[config.mk]
export PLATFORM = sky130hd
export DESIGN_NAME = natural_order_compare_core_flat
export DESIGN_NICKNAME = d
export VERILOG_FILES = /design/src/rtl/core/noc_pkg.sv /design/src/rtl/core/noc_if.sv /design/src/rtl/core/noc_lane.sv /design/src/rtl/core/noc_merge.sv /design/src/rtl/core/natural_order_compare_core.sv /design/src/flat_wrapper.sv
export SDC_FILE = /design/constraint.sdc
export NUM_CORES = 1
export LEC_CHECK = 0
export ABC_CLOCK_PERIOD_IN_PS = 5100
export BUFFER_PORTS_ARGS = -buffer_cell sky130_fd_sc_hd__buf_2
export CELL_PAD_IN_SITES_DETAIL_PLACEMENT = 0
export CELL_PAD_IN_SITES_GLOBAL_PLACEMENT = 1
export CORE_UTILIZATION = 43
export DETAILED_ROUTE_END_ITERATION = 8
export GPL_ROUTABILITY_DRIVEN = 0
export PLACE_DENSITY = 0.83
export SYNTH_ARGS = -nofsm -noshare
export SYNTH_HDL_FRONTEND = slang
export SYNTH_SLANG_ARGS = --single-unit
[constraint.sdc]
create_clock -name clk -period 5.1 [get_ports clk]
set_input_delay 0.765 -clock clk [delete_from_list [all_inputs] [get_ports clk]]
set_output_delay 0.765 -clock clk [all_outputs]
set_load 0.005 [all_outputs]
[src/rtl/core/noc_pkg.sv]
package noc_pkg;

  // Field widths of the transfer payloads
  localparam int TEXT_W  = 64;
  localparam int LEN_W   = 4;
  localparam int TEXT_BYTES = TEXT_W / 8;
  localparam int BYTE_IDX_W = $clog2(TEXT_BYTES);

  // Default and largest name length in bytes
  localparam int MAX_LENGTH_DEF = 8;

  // A run of at most eight digits stays below 10^8 < 2^27
  localparam int VAL_W = 27;

  // Character constants
  localparam logic [7:0] DIGIT_ZERO = 8'h30;
  localparam logic [7:0] DIGIT_NINE = DIGIT_ZERO + 8'd9;
  localparam int         RADIX      = 10;

  // Sequencer state codes
  localparam int STATE_W = 2;
  localparam logic [STATE_W-1:0] ST_IDLE = 2'd0;
  localparam logic [STATE_W-1:0] ST_CMP  = 2'd1;
  localparam logic [STATE_W-1:0] ST_NUM  = 2'd2;
  localparam logic [STATE_W-1:0] ST_FIN  = 2'd3;

  // Command to one lane
  typedef struct packed {
    logic adv;   // step over one character
    logic acc;   // fold the current digit into the run value
    logic clr;   // clear the run value
  } lane_cmd_t;

  // Status of one lane
  typedef struct packed {
    logic             at_end;
    logic             digit;
    logic [7:0]       ch;
    logic [VAL_W-1:0] val;
  } lane_stat_t;

  // Decision from the merge stage
  typedef struct packed {
    logic [STATE_W-1:0] next_state;
    logic               res_load;
    logic               res;
  } decide_t;

endpackage

[src/rtl/core/noc_if.sv]
// Input channel: one pair of names per transfer
interface noc_in_if;
  logic                          valid;
  logic                          ready;
  logic [noc_pkg::TEXT_W-1:0]    left_text;
  logic [noc_pkg::LEN_W-1:0]     left_length;
  logic [noc_pkg::TEXT_W-1:0]    right_text;
  logic [noc_pkg::LEN_W-1:0]     right_length;

  modport source (output valid, left_text, left_length, right_text, right_length,
                  input ready);
  modport sink   (input valid, left_text, left_length, right_text, right_length,
                  output ready);
endinterface

// Output channel: one compare result per transfer
interface noc_out_if;
  logic valid;
  logic ready;
  logic left_is_less;

  modport source (output valid, left_is_less, input ready);
  modport sink   (input valid, left_is_less, output ready);
endinterface

[src/rtl/core/noc_lane.sv]
// One name scanner: walks its name byte by byte and builds digit run values
module noc_lane #(
  parameter int MAX_LENGTH = noc_pkg::MAX_LENGTH_DEF
) (
  input  logic                       clk,
  input  logic                       load,
  input  logic [noc_pkg::TEXT_W-1:0] text,
  input  logic [noc_pkg::LEN_W-1:0]  len,
  input  noc_pkg::lane_cmd_t         cmd,
  output noc_pkg::lane_stat_t        stat
);

  localparam logic [noc_pkg::LEN_W-1:0] MAX_LEN = noc_pkg::LEN_W'(MAX_LENGTH);

  logic [noc_pkg::TEXT_W-1:0] txt;
  logic [noc_pkg::LEN_W-1:0]  lim;
  logic [noc_pkg::LEN_W-1:0]  pos;
  logic [noc_pkg::VAL_W-1:0]  val;
  logic [noc_pkg::VAL_W-1:0]  val_next;
  logic [7:0]                 ch;
  logic [3:0]                 dval;

  // Current character
  assign ch   = txt[{pos[noc_pkg::BYTE_IDX_W-1:0], 3'b000} +: 8];
  assign dval = 4'(ch - noc_pkg::DIGIT_ZERO);

  // Decimal accumulate
  assign val_next = noc_pkg::VAL_W'(val * noc_pkg::VAL_W'(noc_pkg::RADIX))
                  + noc_pkg::VAL_W'(dval);

  // Name registers, position and run value
  always_ff @(posedge clk) begin
    if (load) begin
      txt <= text;
      lim <= (len > MAX_LEN) ? MAX_LEN : len;
      pos <= '0;
      val <= '0;
    end else begin
      if (cmd.adv || cmd.acc) begin
        pos <= pos + 1'b1;
      end
      if (cmd.acc) begin
        val <= val_next;
      end else if (cmd.clr) begin
        val <= '0;
      end
    end
  end

  assign stat.at_end = (pos >= lim);
  assign stat.digit  = (ch >= noc_pkg::DIGIT_ZERO) && (ch <= noc_pkg::DIGIT_NINE);
  assign stat.ch     = ch;
  assign stat.val    = val;

endmodule

[src/rtl/core/noc_merge.sv]
// Merge stage: compares the tokens the two lanes present and steers them
module noc_merge (
  input  logic [noc_pkg::STATE_W-1:0] state,
  input  noc_pkg::lane_stat_t         lstat,
  input  noc_pkg::lane_stat_t         rstat,
  output noc_pkg::lane_cmd_t          lcmd,
  output noc_pkg::lane_cmd_t          rcmd,
  output noc_pkg::decide_t            dec
);

  logic lrun;
  logic rrun;

  // A lane keeps reading its digit run until it ends
  assign lrun = lstat.digit && !lstat.at_end;
  assign rrun = rstat.digit && !rstat.at_end;

  always_comb begin
    lcmd = '0;
    rcmd = '0;
    dec.next_state = state;
    dec.res_load   = 1'b0;
    dec.res        = 1'b0;
    case (state)
      noc_pkg::ST_CMP: begin
        if (lstat.at_end || rstat.at_end) begin
          // tie so far: left is less only if right has more
          dec.res_load   = 1'b1;
          dec.res        = !rstat.at_end;
          dec.next_state = noc_pkg::ST_FIN;
        end else if (lstat.digit && rstat.digit) begin
          dec.next_state = noc_pkg::ST_NUM;
        end else if (lstat.digit || rstat.digit) begin
          // number sorts before character
          dec.res_load   = 1'b1;
          dec.res        = lstat.digit;
          dec.next_state = noc_pkg::ST_FIN;
        end else if (lstat.ch != rstat.ch) begin
          dec.res_load   = 1'b1;
          dec.res        = $signed(lstat.ch) < $signed(rstat.ch);
          dec.next_state = noc_pkg::ST_FIN;
        end else begin
          lcmd.adv = 1'b1;
          rcmd.adv = 1'b1;
        end
      end
      noc_pkg::ST_NUM: begin
        if (lrun || rrun) begin
          lcmd.acc = lrun;
          rcmd.acc = rrun;
        end else if (lstat.val != rstat.val) begin
          dec.res_load   = 1'b1;
          dec.res        = lstat.val < rstat.val;
          dec.next_state = noc_pkg::ST_FIN;
        end else begin
          // equal values: drop both runs and go on
          lcmd.clr       = 1'b1;
          rcmd.clr       = 1'b1;
          dec.next_state = noc_pkg::ST_CMP;
        end
      end
      default: begin
      end
    endcase
  end

endmodule

[src/rtl/core/natural_order_compare_core.sv]
// Channel     Dir  Payload                                            Handshake
// pair_in     in   left_text, left_length, right_text, right_length   valid/ready
// result_out  out  left_is_less                                       valid/ready
//
// One pair is worked at a time. After the pair transfers, the lanes step one byte
// per cycle, and each digit run is spotted in the compare state and its value
// compared in the number state.
// The next pair can transfer in the cycle after its predecessor's result is registered.
// Reset (rst, synchronous) empties the sequencer and the output register.
// A finished pair holds in the final state while the output register is full and not taken.
module natural_order_compare_core #(
  parameter int MAX_LENGTH = noc_pkg::MAX_LENGTH_DEF
) (
  input  logic       clk,
  input  logic       rst,
  noc_in_if.sink     pair_in,
  noc_out_if.source  result_out
);

  logic [noc_pkg::STATE_W-1:0] state;
  logic [noc_pkg::STATE_W-1:0] state_next;
  logic                        res;
  logic                        ov;
  logic                        od;
  logic                        accept;
  logic                        slot_free;
  noc_pkg::lane_cmd_t          lcmd;
  noc_pkg::lane_cmd_t          rcmd;
  noc_pkg::lane_stat_t         lstat;
  noc_pkg::lane_stat_t         rstat;
  noc_pkg::decide_t            dec;

  assign pair_in.ready = (state == noc_pkg::ST_IDLE);
  assign accept        = pair_in.valid && pair_in.ready;
  assign slot_free     = !ov || result_out.ready;

  // Scanner lanes
  noc_lane #(.MAX_LENGTH(MAX_LENGTH)) u_left (
    .clk  (clk),
    .load (accept),
    .text (pair_in.left_text),
    .len  (pair_in.left_length),
    .cmd  (lcmd),
    .stat (lstat)
  );

  noc_lane #(.MAX_LENGTH(MAX_LENGTH)) u_right (
    .clk  (clk),
    .load (accept),
    .text (pair_in.right_text),
    .len  (pair_in.right_length),
    .cmd  (rcmd),
    .stat (rstat)
  );

  // Token compare
  noc_merge u_merge (
    .state (state),
    .lstat (lstat),
    .rstat (rstat),
    .lcmd  (lcmd),
    .rcmd  (rcmd),
    .dec   (dec)
  );

  // Sequencer next state
  always_comb begin
    state_next = state;
    case (state)
      noc_pkg::ST_IDLE: begin
        if (accept) begin
          state_next = noc_pkg::ST_CMP;
        end
      end
      noc_pkg::ST_CMP, noc_pkg::ST_NUM: begin
        state_next = dec.next_state;
      end
      noc_pkg::ST_FIN: begin
        if (slot_free) begin
          state_next = noc_pkg::ST_IDLE;
        end
      end
      default: begin
        state_next = noc_pkg::ST_IDLE;
      end
    endcase
  end

  always_ff @(posedge clk) begin
    if (rst) begin
      state <= noc_pkg::ST_IDLE;
    end else begin
      state <= state_next;
    end
  end

  // Decided result
  always_ff @(posedge clk) begin
    if (dec.res_load) begin
      res <= dec.res;
    end
  end

  // Output register
  always_ff @(posedge clk) begin
    if (rst) begin
      ov <= 1'b0;
    end else if (state == noc_pkg::ST_FIN && slot_free) begin
      ov <= 1'b1;
    end else if (result_out.ready) begin
      ov <= 1'b0;
    end
  end

  always_ff @(posedge clk) begin
    if (state == noc_pkg::ST_FIN && slot_free) begin
      od <= res;
    end
  end

  assign result_out.valid        = ov;
  assign result_out.left_is_less = od;

  // Checks
  a_accept_starts: assert property (@(posedge clk) disable iff (rst)
    accept |=> (state == noc_pkg::ST_CMP))
    else $error("accepted pair did not start the compare");

  a_num_entry: assert property (@(posedge clk) disable iff (rst)
    (state == noc_pkg::ST_CMP && state_next == noc_pkg::ST_NUM)
    |=> (lstat.digit && rstat.digit && !lstat.at_end && !rstat.at_end
         && lstat.val == '0 && rstat.val == '0))
    else $error("number compare entered without two fresh digit runs");

  a_result_from_fin: assert property (@(posedge clk) disable iff (rst)
    $rose(ov) |-> ($past(state) == noc_pkg::ST_FIN))
    else $error("result presented without a finished compare");

endmodule

[src/flat_wrapper.sv]
// flat-port wrapper written by rule: the top's interface ports become plain ports
module natural_order_compare_core_flat 
#(
  parameter int MAX_LENGTH = noc_pkg::MAX_LENGTH_DEF
)
  (clk, rst, pair_in_valid, pair_in_left_text, pair_in_left_length, pair_in_right_text, pair_in_right_length, pair_in_ready, result_out_valid, result_out_left_is_less, result_out_ready);
  noc_in_if pair_in_i ();
  noc_out_if result_out_i ();
  input  logic clk;
  input  logic rst;
  input wire logic [$bits(pair_in_i.valid)-1:0] pair_in_valid;
  input wire logic [$bits(pair_in_i.left_text)-1:0] pair_in_left_text;
  input wire logic [$bits(pair_in_i.left_length)-1:0] pair_in_left_length;
  input wire logic [$bits(pair_in_i.right_text)-1:0] pair_in_right_text;
  input wire logic [$bits(pair_in_i.right_length)-1:0] pair_in_right_length;
  output wire logic [$bits(pair_in_i.ready)-1:0] pair_in_ready;
  output wire logic [$bits(result_out_i.valid)-1:0] result_out_valid;
  output wire logic [$bits(result_out_i.left_is_less)-1:0] result_out_left_is_less;
  input wire logic [$bits(result_out_i.ready)-1:0] result_out_ready;
  assign pair_in_i.valid = pair_in_valid;
  assign pair_in_i.left_text = pair_in_left_text;
  assign pair_in_i.left_length = pair_in_left_length;
  assign pair_in_i.right_text = pair_in_right_text;
  assign pair_in_i.right_length = pair_in_right_length;
  assign pair_in_ready = pair_in_i.ready;
  assign result_out_valid = result_out_i.valid;
  assign result_out_left_is_less = result_out_i.left_is_less;
  assign result_out_i.ready = result_out_ready;
  natural_order_compare_core #(.MAX_LENGTH(MAX_LENGTH)) u_core (.clk(clk), .rst(rst), .pair_in(pair_in_i), .result_out(result_out_i));
endmodule
==> results by group <==
CTS
  – Cts bufs inserted: 23
  – H-tree levels: 1
  – Max Buffers Root-to-Sink: 3
  – # hold bufs at CTS: 0
  – Post-CTS Setup Bufs: 0
  – CTS sink cnt: 203
  – Clock slew at reported path FFs: around 0.060 ns
  – CTS tree: yes
  – Root Buffer: clkbuf_16
  – Post-CTS Resized: 0
  – Clock Latency Late Sink: 0.52 ns

Timing
  – Setup_tns: 0 ns
  – Final period util: 0.872
  – Worst Skew: 0.0203 ns
  – Worst-Margin Slew: 0.915 ns
  – Final hold vios: 0
  – Fin crit period: 4.45 ns
  – RSZ-0062 raised after global routing: false
  – Final setup viols: 0
  – WHS: 0.419 ns
  – Final worst slack: 0.651 ns
  – Slew HR: 0.389
  – Max Clk Rate: 225 MHz
  – Slew Limit Fails: 0

Run
  – Maxcap violations: 0

Logic synthesis
  – Netlist cell types: 91
  – Seq cells post-synth: between 200 and 250
  – Post-synth ARST share: 0
  – Cells after synthesis: 1178
  – Synth Net Count: approximately 1500
  – Sequential area share after synthesis: 0.416
  – Share of the synthesized area in the top cell type: 0.316
  – Syn_area_per_cell: roughly 11 µm²
  – Commonest cells post-synth: ha_1, edfxtp_1, nor2_1
  – Most frequently used flop master after synthesis: edfxtp_1
  – Post-synth top area cell: edfxtp_1
  – Number of synthesized flops with an enable pin: 138
  – Largest cells by area after synthesis: edfxtp_1, ha_1, dfxtp_1
  – Post-Syn Area: approximately 13000 µm²
  – Cell with the most instances after synthesis: ha_1
  – Number of synthesis warnings: 0

Floorplan
  – Die X-Extent: 177 µm
  – Row count: 63
  – IO Count: 143
  – Die Y: ~180 µm
  – Initial Util: 0.440
  – Die area: ~31000 µm²
  – Core area: 29800 µm²

Route
  – Via density: between 5 and 6
  – Drt wl/cell: 16.2 µm
  – Antenna-violating nets left: 0
  – Number of remaining DRC errors: 0
  – Routed vias: approximately 9600
  – DR pass1 iterations: 5
  – DRT iter0 DRCs: 560
  – DRT Wirelength: ~28000 µm

Run status
  – Status: finished, final reports clean

Pwr
  – PwrDens: 252 nW/µm²
  – VDD IR max: between 0.2 and 0.3 mV
  – Leak: 6.27 nW

GRT
  – Global-route wire length before repair: 46700 µm
  – Initial antenna violation count: 0
  – Largest net degree at the start of global routing: around 100
  – Vias in the first global route: between 9000 and 10000
  – Remaining Overflow, GRT: 0
  – Gr usage total: 0.183

Setup path
  – Startpoint Class: register
  – Endpoint class of the critical path: register
  – Worst Setup Path Type: reg2reg
  – CP required: about 5.5 ns
  – Crit Path Max Fanout: 7
  – CP startpoint: u_core.u_left.pos[0]
  – Crit path arrival time: 4.83 ns
  – R2R Path Start: u_core.u_left.pos[0]

Place
  – Port Buffers: 142
  – Final HPWL DP: 21800 µm
  – Setup slack at placement: 0.694 ns

Final layout
  – Layout cell share with drive strength beyond 1: 0.188
  – ANT cells: 0
  – Fillers: 2670
  – P&R area growth vs syn: 14.1%
  – Nets: 1611

Worst hold path
  – Worst min-delay path class: in2reg
  – Hold wc startpoint: pair_in_right_text[61]
power breakdown:
group | total [W] | switching [W] | internal [W] | leakage (nW)
combinational | 0.000242 | 0.000138 | 0.000104 | 4.06
sequential | 0.00189 | 0.0000238 | 0.00187 | 1.84
clock | 0.00164 | 0.000660 | 0.000981 | 0.369
placed cells by master, fill, tap and decap left out, drive strengths merged, types with 7 or more instances in the layout:
master and n:
xor2 23, xnor2 56, buf 154, and2 10
mux2i 14, mux2 7, a22oi 32, nor3 23
nor2b 21, or3 9, a22o 8, nor4 10
nand2b 7, ha 147, nand3 26, a21o 29
a21oi 54, or2 7, o21a 13, nor2 93
o211ai 12, a211oi 11, mux4 32, clkbuf 29
clkinv 8, edfxtp 138, o21ai 41, and3 15
nand4 19, nand2 68, dfxtp 65, inv 60
registers in the layout, indices dropped and copies added (netlist names):
| register | cells |
|---|---|
| u_core.u_left.lim | 4 |
| u_core.state | 2 |
| u_core.u_right.lim | 4 |
| u_core.result_out.left_is_less | 1 |
| u_core.u_right.txt | 64 |
| u_core.u_right.val | 27 |
| u_core.u_left.txt | 64 |
| u_core.result_out.valid | 1 |
| u_core.u_right.pos | 4 |
| u_core.res | 1 |
| u_core.u_left.pos | 4 |
| u_core.u_left.val | 27 |
worst max-delay path: stages (launching register included):
cell and delay, ns:
dfxtp_1 0.56, mux4_2 0.57, mux2i_1 0.27, inv_1 0.13, ha_1 0.36, a21oi_1 0.10
nor2b_1 0.20, nand3_1 0.14, or3_1 0.45, nor4_1 0.52, nand3_1 0.27, nor3_2 0.35
a21oi_1 0.14, a211o_1 0.28
final timing paths:
check                                              end  slack, ns  depth (start not counted)
worst max-delay path             u_core.u_left.val[25]       0.65                         13
worst min-delay path            u_core.u_right.txt[61]       0.42                          1
worst max register to register   u_core.u_left.val[25]       0.65                         13
worst min register to register  u_core.u_right.val[26]       0.47                          2
stage by stage:
stage | utilization | std cells | instance area (µm²) | power [W]
floorplan | - | 1178 | 13100 | 0.00207
global placement | 0.476 | 1685 | 14200 | 0.00216
detailed placement | 0.476 | 1685 | 14200 | 0.00217
CTS | 0.502 | 1727 | 15000 | 0.00381
global route | 0.502 | 1727 | 15000 | 0.00391
finish | 0.502 | 1727 | 15000 | 0.00377
cells by family (layout without fill, tap and decap cells):
kind of cell | count (synthesis) | after routing | synth area share
and+or+nand+nor | 343 | 343 | 0.138
AOI/OAI and AO/OA | 253 | 253 | 0.138
DFF | 203 | 203 | 0.416
adders and majority gates | 151 | 151 | 0.146
buffers and inverters | 96 | 255 | 0.0336
xor gates and xnor gates | 79 | 79 | 0.0528
muxes | 53 | 53 | 0.0757
final cells by class:
cell class | instances | area, µm² | share of cell area
Timing Repair Buffer | 154 | 813 | 0.0544
Clock buffer | 29 | 628 | 0.0420
Clock inverter | 13 | 138 | 0.00920
Tap cell | 390 | 488 | 0.0326
Inverter | 59 | 226 | 0.0151
Sequential cell | 203 | 5450 | 0.364
Multi-Input combinational cell | 879 | 7220 | 0.483
layer usage:
layer	track usage	vias to the layer above	wire, µm
met2	0.314	223	13200
met3	0.0250	35	1260
met5	0	-	0
met4	0.0392	0	458
met1	0.245	4538	13000
li1	-	4779	-
Note: power is estimated with default switching activity, not from simulation.
